<file path="src/design/plhm_ram.sv">
module plhm_ram #(
  parameter int WIDTH = 32,
  parameter int DEPTH = 100
) (
  input  logic                     clk,
  input  logic                     we,
  input  logic [$clog2(DEPTH)-1:0] waddr,
  input  logic [WIDTH-1:0]         wdata,
  input  logic [$clog2(DEPTH)-1:0] raddr,
  output logic [WIDTH-1:0]         rdata
);

  logic [WIDTH-1:0] mem [DEPTH];

  always_ff @(posedge clk) begin
    if (we) begin
      mem[waddr] <= wdata;
    end
    rdata <= mem[raddr];
  end

endmodule

</file>
<file path="config.mk">
export PLATFORM = sky130hd
export DESIGN_NAME = plhm_ram
export DESIGN_NICKNAME = d
export VERILOG_FILES = /design/src/design/plhm_ram.sv
export SDC_FILE = /design/constraint.sdc
export NUM_CORES = 2
export LEC_CHECK = 0
export BUFFER_PORTS_ARGS = -buffer_cell sky130_fd_sc_hd__buf_4
export CAP_MARGIN = 10
export CORE_MARGIN = 1
export CORE_UTILIZATION = 48
export DETAILED_ROUTE_END_ITERATION = 8
export GPL_ROUTABILITY_DRIVEN = 0
export PLACE_DENSITY_LB_ADDON = 0.1
export SLEW_MARGIN = 5
export SYNTH_ARGS = -nofsm -noshare
export SYNTH_HDL_FRONTEND = slang
export SYNTH_SLANG_ARGS = --single-unit
</file>
<file path="constraint.sdc">
create_clock -name clk -period 5.2 [get_ports clk]
set_clock_uncertainty 0.2 [all_clocks]
set_input_delay 1.04 -clock clk [delete_from_list [all_inputs] [get_ports clk]]
set_output_delay 1.04 -clock clk [all_outputs]
set_load 0.01 [all_outputs]
</file>
---- Yosys cells after proc, flatten, opt, wreduce, memory -nomap -nowiden ----
Memories as Yosys holds them, arrays and structs flattened. A register that Yosys moved wholly into a read port is not among the register bits.
Cells that the tools add are included.
word-level totals
  latch bits .............................. 0
  flip-flop bits (word level) ............. 0
  bits in read-only memories .............. 0
  memories kept ........................... 1
  output and inout port bits .............. 32
  bits of input ports ..................... 48
  RAM bits ................................ 3200
memories
  name  depth  width  read ports  clocked after Yosys merged registers in  write ports  RTL line  text
  mem   100    32     1           1                                        1            13        logic [WIDTH-1:0] mem [DEPTH];
operators by class
  magnitude comparators ................... 0
  reductions and logical operators ........ 0
  bitwise gates (word level) .............. 0
  $mul .................................... 0
  mux-type cells .......................... 2
  divide/modulo/power cells ............... 0
  equality and inequality tests ........... 0
  add/subtract/negate cells ............... 0
  shift-type cells ........................ 0
operators by type and width
  cell              count
  2-to-1 mux 1 bit  2

---- Logic depth before layout (Yosys ltp) ----
  depth in word-level cells ............... 2
  depth in mapped cells ................... 11
  gate-level depth less buffers ........... 6

---- Least setup slack after synthesis ----
Ideal clock, no wire load.
  kind .................................... in2reg
  start point ............................. in waddr[5]
  end point ............................... mem mem[57][0], enable pin
  setup time .............................. 0.461 ns
  buffers on the path ..................... 0
  stages on the path ...................... 4
  setup slack ............................. 0.655 ns
  arrival time ............................ 3.884 ns
  cells stage by stage .................... nor2b_1 -> nand4_1 -> or2_2 -> nor3_1
RTL lines
  what                RTL line  text
  start: declaration  7         input logic [$clog2(DEPTH)-1:0] waddr,
  end: declaration    13
No word-level cell before the write port.

==> impl_metrics.csv <==
group,metric,value,unit
clock_tree,cts_root_buf,"clkbuf_16",
clock_tree,ctsResizeCount,0,
global_route,grt-ovfl-total,0,
critical_path,r2r_cells,7,
global_route,grt_pass1_wl,499,mm
sta,timing.final.crit_share,76.6,%
global_route,first_global_vias,60422,
critical_path,start_kind,"input pin",
critical_path,cp.arrival,4540,ps
critical_path,r2r_slack,2090,ps
layout,final_common_cell,"edfxtp_1",
layout,drive_above_1_share,28.1,%
synthesis,ys_seq_elements,3232,
synthesis,synthSimpleGateAreaFrac,1.81,%
pwr,p_leak,44.3,nW
global_route,antenna_found_initial,29,
clock_tree,cts_tree,"done",
run,cap_violations,0,
clock_tree,post_cts_buffers,0,
critical_path,crit_type,"input pin to flop",
synthesis,synthMuxAreaShare,15.3,%
synthesis,synth_adder_area_share,0,%
clock_tree,htreeDepth,5,
critical_path,reg2reg_to,"rdata[2]",
route,drt_iter0_drc,8333,
synthesis,synth_cells,5502,
clock_tree,cts_buffers,350,
layout,design_area,141000,um^2
route,drt-total-wl,363,mm
synthesis,yosysUniqueCellTypes,57,
clock_tree,clock_latency,980,ps
floorplan,coreArea,254000,um^2
sta,finalSetupViolCount,0,
floorplan,placementRows,185,
layout,final_cell_mix,"edfxtp_1, mux4_2, buf_4",
global_route,grt_max_degree,103,
synthesis,synth-edff-count,3200,
floorplan,die_area,258000,um^2
critical_path,crit_start,"raddr[4]",
worst_hold_path,hp-class,"input pin to flop",
floorplan,die_h,508,um
clock_tree,clk_pin_slew,60,ps
synthesis,synthFlopType,"edfxtp_1",
route,drt-pass1-iter-count,5,
route,drc,0,
synthesis,yosys.area.top_type,"edfxtp_1",
sta,report.final.slew_viol_count,0,
synthesis,yosysSeqAreaShare,78.7,%
critical_path,end_kind,"flop",
placement,dpl.hpwl,217,mm
global_route,grt_use_total,28.3,%
sta,finalSetupTns,0,ps
status,status,"completed",
synthesis,synth_area_leaders,"edfxtp_1, mux4_2, mux2i_1",
layout,layoutNonFillerInstCount,9620,
placement,place_inst,9005,
worst_hold_path,min_path_cells,1,
clock_tree,cts_hold_buffers,0,
route,via_count,61603,
clock_tree,cts.sinks,3232,
synthesis,syn_area_per_cell,22.3,um^2
layout,fin_util,55.3,%
worst_hold_path,holdCritStartpoint,"wdata[8]",
sta,layout_min_cycle_time,3980,ps
layout,layout.nets,6040,
worst_hold_path,holdPathEnd,"mem[75][8]",
sta,max_slew.worst_pin.slew,1370,ps
floorplan,start_util,48.3,%
route,routedWlPerCell,37.7,um
critical_path,required,5750,ps
pwr,pwr_density_cell,392,nW/um^2
placement,port_buffers,79,
synthesis,synth_top_family_by_area,"multiplexers",
synthesis,synthesis.area,123000,um^2
critical_path,crit_fanout,29,
sta,rsz0062_at_grt,"false",
clock_tree,clock_path_buffers,4,
synthesis,async_flop_share,0,%
sta,slew_headroom,8.98,%
pwr,ir_drop,0.000394,V
critical_path,r2r-start,"mem[54][2]",
synthesis,synth_xor_area_share,0,%
route,vias_per_cell,6.40,
sta,hold_viol,0,
sta,whs,349,ps
floorplan,ioPinCount,80,
layout,syn_to_final_growth,14.5,%
placement,post_dp_cell_area,130000,um^2
synthesis,yosys_warnings,0,
sta,fmax,0.251,GHz
synthesis,synth_fp_nets,5550,
synthesis,synth_compound_area_share,2.78,%
route,ant_nets,0,
floorplan,die_w,508,um
synthesis,netlist.area_leader.share,78.2,%
[worst max-delay path by stage]
| stage | endpoint |
|---|---|
| floorplan | mem[57][0] |
| global placement | rdata[31] |
| detailed placement | rdata[31] |
| CTS | rdata[31] |
| global route | rdata[31] |
| finish | rdata[31] |
[through the flow]
step	worst slack, ps	total power [mW]
6_report	1220	55.2
5_1_grt	1330	56.6
3_3_place_gp	-0.525	32.3
3_5_place_dp	347	32.3
2_1_floorplan	655	30.7
4_1_cts	1320	55.5
[synth_stat cells, types with 16 or more instances]
cell type	n
nor3_1	28
nand3_1	84
o22ai_1	25
nand2_1	139
o21ai_0	88
nand4_1	30
a21oi_1	30
clkbuf_1	119
mux4_2	723
dfxtp_1	32
o21ai_1	16
a221oi_1	43
mux2i_1	249
buf_4	44
nor2_1	156
a31oi_1	21
nor2b_1	27
buf_6	28
buf_2	96
a22oi_1	195
edfxtp_1	3200
[critical path: stages]
cell and delay (ps):
buf_4 500, buf_4 490, and2_4 440, buf_12 260
a22oi_1 140, a21oi_1 630, nor2_1 130, buf_4 160
nor3_1 660
[layer usage]
| layer | routed length, um | track usage (%) |
|---|---|---|
| met1 | 147000 | 40.7 |
| met2 | 171000 | 44.1 |
| met4 | 13700 | 9.73 |
| met5 | 50 | 0 |
| met3 | 31300 | 5.06 |
[area by class of cell]
type,instances,area [um^2]
tap,3366,4210
antenna,8,20.0
sequential,3232,96700
inverter,5,21.3
clock inverter,164,1300
multi-input combinational,1962,25300
fill,18987,114000
clock buffer,442,9300
timing repair buffer,441,3900
[where the power goes]
part	switching [mW]	internal (mW)
sequential	0.106	28.8
clock	9.83	13.6
combinational	1.92	0.970
total	11.9	43.3
[cell families (layout without fill, tap and decap cells)]
family,Yosys count,after routing
buffers and inverters,308,1052
and+or+nand+nor,496,496
other,0,8
AOI/OAI and AO/OA,489,489
muxes,977,977
DFF,3232,3232
[state kept, by name, summed over array words and instances (netlist names)]
| register | cells |
|---|---|
| mem | 3200 |
| rdata | 32 |
(Power assumes the default switching activity.)
