File: config.mk
export PLATFORM = sky130hd
export DESIGN_NAME = plhm_fifo
export DESIGN_NICKNAME = d
export VERILOG_FILES = /design/src/design/plhm_pkg.sv /design/src/design/plhm_fifo.sv
export SDC_FILE = /design/constraint.sdc
export NUM_CORES = 1
export LEC_CHECK = 0
export ABC_AREA = 0
export BUFFER_PORTS_ARGS = -buffer_cell sky130_fd_sc_hd__buf_2
export CORE_UTILIZATION = 58
export DETAILED_ROUTE_END_ITERATION = 8
export PLACE_DENSITY = 0.79
export SYNTH_ARGS = -nofsm -noshare
export SYNTH_HDL_FRONTEND = slang
export SYNTH_SLANG_ARGS = --single-unit
File: constraint.sdc
create_clock -name clk -period 15.3 [get_ports clk]
set_clock_uncertainty 0.1 [all_clocks]
set_input_delay 0.765 -clock clk [delete_from_list [all_inputs] [get_ports clk]]
set_output_delay 0.765 -clock clk [all_outputs]
set_load 0.02 [all_outputs]
File: src/design/plhm_pkg.sv
package plhm_pkg;

  localparam logic [2:0] ST_FIRST    = 3'd0;
  localparam logic [2:0] ST_MEASURED = 3'd1;
  localparam logic [2:0] ST_GAP      = 3'd2;
  localparam logic [2:0] ST_REPEAT   = 3'd3;
  localparam logic [2:0] ST_ORDER    = 3'd4;
  localparam logic [2:0] ST_WRONG_ID = 3'd5;
  localparam logic [2:0] ST_READOUT  = 3'd6;

  localparam logic [0:0] MODE_READOUT = 1'b1;

  // x / 1000 == (x * DIV_MAGIC) >> DIV_SHIFT for every 32-bit x
  localparam int          DIV_MAGIC_W = 29;
  localparam logic [28:0] DIV_MAGIC   = 29'd274877907;
  localparam int          DIV_SHIFT   = 38;
  localparam int          PROD_W      = 32 + DIV_MAGIC_W;
  localparam int          Q_W         = PROD_W - DIV_SHIFT;

  localparam int BIN_OFFSET = 10;

  localparam int FIFO_DEPTH = 8;
  localparam int FIFO_PTR_W = $clog2(FIFO_DEPTH);
  localparam int FIFO_CNT_W = FIFO_PTR_W + 1;

  typedef struct packed {
    logic [2:0]  status;
    logic [31:0] latency;
    logic        new_max;
    logic        new_min;
    logic [31:0] gap;
    logic [31:0] bin_count;
    logic [31:0] total;
    logic [31:0] missed;
  } result_t;

endpackage

File: src/design/plhm_fifo.sv
module plhm_fifo (
  input  logic              clk,
  input  logic              rst,
  input  logic              push,
  input  plhm_pkg::result_t push_data,
  input  logic              pop,
  output logic              not_empty,
  output plhm_pkg::result_t head
);

  plhm_pkg::result_t                     entries [plhm_pkg::FIFO_DEPTH];
  logic [plhm_pkg::FIFO_PTR_W-1:0]       wr_ptr;
  logic [plhm_pkg::FIFO_PTR_W-1:0]       rd_ptr;
  logic [plhm_pkg::FIFO_CNT_W-1:0]       count;
  logic [plhm_pkg::FIFO_CNT_W-1:0]       count_next;

  assign count_next = count + {{(plhm_pkg::FIFO_CNT_W-1){1'b0}}, push}
                            - {{(plhm_pkg::FIFO_CNT_W-1){1'b0}}, pop};

  always_ff @(posedge clk) begin
    if (rst) begin
      wr_ptr <= '0;
      rd_ptr <= '0;
      count  <= '0;
    end else begin
      if (push) begin
        wr_ptr <= wr_ptr + 1'b1;
      end
      if (pop) begin
        rd_ptr <= rd_ptr + 1'b1;
      end
      count <= count_next;
    end
  end

  always_ff @(posedge clk) begin
    if (push) begin
      entries[wr_ptr] <= push_data;
    end
  end

  assign not_empty = (count != '0);
  assign head      = entries[rd_ptr];

endmodule

# --- After elaboration in Yosys (flattened, before gate mapping) ---
# Memories as Yosys holds them, arrays and structs flattened. A register that Yosys moved wholly into a read port is not among the register bits.
# Index checks and enable logic that the tools add are counted.
totals:
  input_bits: 169
  output_inout_bits: 166
  register_bits: 10
  n_memories: 1
  elab_cells: 13
  ram_bits: 1320
classes:
  muxes: 4
  n_addsub: 4
  reduce_logical: 1
memory_table:
  columns: ["name", "words", "word_bits", "rd", "rd_ports_with_merged_regs", "write_ports", "line", "source"]
  rows:
  - ["entries", 8, 165, 1, 1, 1, "plhm_fifo.sv:11", "plhm_pkg::result_t entries [plhm_pkg::FIFO_DEPTH];"]
ops:
  columns: ["operator", "n"]
  rows:
  - ["adder 3 x 1 -> 3 bit (second input constant)", 2]
  - ["two-way mux 3 bit", 2]
  - ["adder 4 x 1 -> 4 bit", 1]
  - ["nonzero test 4 bit", 1]
  - ["subtractor 4 x 1 -> 4 bit", 1]
  - ["two-way mux 1 bit", 2]

# --- Logic depth before layout (Yosys ltp) ---
depth:
  ltp_word: 3
  ltp_mapped: 8
  depth_no_buf: 8

# --- Worst setup path after synthesis ---
# OpenSTA, ideal clock, no wires.
synth_path:
  path_kind: "input -> register"
  from: "input port push"
  to: "memory entries[0][0] (netlist name), enable pin"
  path_buffers: 0
  cell_stages: 2
  arrival_time_ns: 11.978
  path_slack_ns: 2.330
  cell_sequence: "nand2b_1 > nor3_1"
synth_via:
  elab_chain_cells: 2
synth_lines:
  columns: ["item", "line", "source"]
  rows:
  - ["from (decl)", "plhm_fifo.sv:4", "input logic push,"]
  - ["two-way mux 1 bit", "plhm_fifo.sv:37", "if (push) begin"]
  - ["two-way mux 1 bit (implied by the code)", "plhm_fifo.sv:38", "entries[wr_ptr] <= push_data;"]
  - ["to (decl)", "plhm_fifo.sv:11", null]
# Every way passes these cells.

==> results.ini <==
[outcome]
status = finished clean

[sta]
worst_pin_slew_ps = 1140
worst_slack_ps = 9070
whs_ps = 208
finalHoldViolations = 0
fin_crit_ps = 6230
fmax_mhz = 160
slew_headroom_pct = 24.2
min_period_over_period_pct = 40.7
tns_ps = 0
setup_viol_count_final = 0
slew_violations = 0
rsz0062_at_grt = no

[placed_design]
place.port_buffers = 334
place_ws_ps = 9720
dp_hpwl_um = 52700
place_congestion = 0.735

[clock_tree]
cts.path.max_buffers = 3
cts_buffers = 131
clkTransAtPathRegs_ps = 60
cts_setup_buffers = 0
cts_num_sinks = 1333
hold_buffers = 0
post_cts_resized = 0
cts_tree = yes
clockRootBuffer = clkbuf_16
clk_latency_ps = 720
h-tree-depth = 4

[drt]
dr.pass1.iters = 5
antenna_left = 0
viasPerCell = 6.10
drtIter0Drc = 1757
drc = 0
via_count = 22316
routedWlPerCell_um = 27.1
routed_wl_um = 99200

[final_layout]
syn_to_final_growth_pct = 14.0
final_nets = 2562
final.fill_count = 5169
final_util_pct = 66.7
drive_gt1_share_pct = 37.0

[power]
seqPwrFrac_pct = 52.3
comb_power_share_pct = 8.3
p_sw_share_pct = 21.7
intPower_mw = 6.20
p_total_mw = 7.93
pwr-share-clk_pct = 39.4
ir_worst_vdd_mv = 0.136
netSwitchingPower_mw = 1.72
p_leak_nw = 18.6
power_density_nw_per_um2 = 137

[critical_path]
end_kind = output pin
path_class = register to output pin
crit_path_start_kind = register
cp-endpoint = head[118]
r2r-start = wr_ptr[0]$_SDFFE_PP0P_
timing.rr.end = entries[1][95]$_DFFE_PP_
worstPathArrival_ps = 5370
r2r_cells = 5
path_max_fanout = 122
required_ps = 14440
reg2reg_slack_ps = 11740

[floorplanning]
ioPinCount = 335
start_util_pct = 58.5
die_y_um = 298
chipWidth_um = 298
rows = 108
dieArea_um2 = 88600
core_um2 = 86600

[min_path]
hold_path_class = input pin to register

[yosys]
synth_area_um2 = 50700
avgSynthCellArea_um2 = 25.7
ys_seq_area_share_pct = 78.7
synth-seq-cells = 1333
syn_inst = 1975
synth.distinct_cells = 24
ys_warn_count = 0
syn_nets = 2152

[global_route]
grt_use_total_pct = 22.8
antenna_found_initial = 24
grt_start_max_net_pins = 123
grt_pass1_vias = 23775
grt_pass1_wl_um = 148000
overflow = 0

[job]
max_cap_viol_count = 0

==> power by group through the flow <==
stage / combinational, mW / sequential [mW] / clock (mW)
floorplan: 0.445 / 4.23 / 0
global placement: 0.642 / 4.22 / 0
detailed placement: 0.659 / 4.22 / 0
CTS: 0.666 / 4.15 / 3.18
global route: 0.696 / 4.15 / 3.31
finish: 0.655 / 4.15 / 3.12
==> flip-flops by register name, indices dropped and copies added (netlist names), named ones only <==
| name | flops |
|---|---|
| wr_ptr | 3 |
| rd_ptr | 3 |
| entries | 1320 |
| count | 4 |
==> worst min path at each step <==
stage | startpoint | end | slack, ps | cells past startpoint
2_1_floorplan | rd_ptr[2]$_SDFFE_PP0P_ | register | 380 | 2
3_3_place_gp | rd_ptr[2]$_SDFFE_PP0P_ | register | 400 | 2
3_5_place_dp | wr_ptr[2]$_SDFFE_PP0P_ | wr_ptr[2]$_SDFFE_PP0P_ | 440 | 2
4_1_cts | push_data[17] | entries[1][17]$_DFFE_PP_ | 150 | 1
5_1_grt | push_data[163] | entries[0][163]$_DFFE_PP_ | 180 | 1
6_report | push_data[27] | entries[6][27]$_DFFE_PP_ | 210 | 1
==> synthesized netlist by cell type <==
cell | n | area, um2
clkbuf_1 | 30 | 113
fa_1 | 1 | 20.0
mux4_2 | 193 | 4350
buf_8 | 3 | 45.0
xor2_1 | 3 | 26.3
nand3_1 | 2 | 10.0
a21oi_1 | 2 | 10.0
nor2b_1 | 1 | 6.26
nand2_1 | 4 | 15.0
edfxtp_1 | 1320 | 39600
buf_6 | 31 | 349
mux2i_1 | 2 | 20.0
mux4_1 | 137 | 3600
dfxtp_1 | 13 | 260
buf_2 | 16 | 80.1
mux2_2 | 165 | 1860
buf_1 | 13 | 48.8
nand2b_1 | 4 | 25.0
a31o_2 | 1 | 8.76
inv_1 | 7 | 26.3
nor3_1 | 2 | 10.0
xnor2_1 | 2 | 17.5
nor2_1 | 16 | 60.1
ha_1 | 7 | 87.6
==> cell type report <==
class,instances,area (um2),area share [%]
inverter,7,26.3,0.0455
tap,1155,1450,2.50
multi-input combinational,542,10200,17.6
antenna,11,27.5,0.0476
clock buffer,163,3480,6.03
clock inverter,77,719,1.24
timing repair buffer,370,2000,3.47
sequential,1333,39900,69.1
==> kinds of logic (layout without fill, tap and decap cells) <==
family                     count (synthesis)  count (layout)  share of synthesized area [%]
xor gates and xnor gates                   5               5                         0.0864
AOI/OAI and AO/OA                          3               3                         0.0370
buffers and inverters                    100             617                           1.31
adders and majority gates                  8               8                          0.212
muxes                                    497             497                           19.4
other                                      0              11                              0
DFF                                     1333            1333                           78.7
and+or+nand+nor                           29              29                          0.249
==> critical path: stages (launching register included) <==
cell     delay [ps]
dfxtp_4         840
buf_12          710
buf_12          710
buf_4           920
mux4_1          680
mux2_2          290
buf_2           160
==> through the flow <==
step / area (um2) / instances
after floorplan: 50700 / 1975
after global placement: 53600 / 3407
after detailed placement: 53600 / 3407
after CTS: 57800 / 3647
after global routing: 57800 / 3653
final: 57800 / 3658
==> metal layers <==
layer,part of all wire (%),GRT usage (%),vias up
met3,7.1,5.48,170
met5,0.18,0,-
met4,2.1,7.60,32
met2,52,38.6,777
li1,-,-,9483
met1,38,29.3,11854
==> cell usage in the layout, fill, tap and decap left out, types with 4 or more instances in the layout <==
cell	n
buf_12	5
buf_2	334
buf_4	31
bufinv_16	11
clkbuf_1	28
clkbuf_16	135
clkinv_1	31
clkinv_2	18
clkinvlp_4	5
dfxtp_1	10
diode_2	11
edfxtp_1	1320
ha_1	7
inv_1	7
inv_6	6
mux2_2	165
mux4_1	137
mux4_2	193
nand2_1	4
nand2b_1	4
nor2_1	10
nor2_4	6
(Power assumes the default switching activity.)
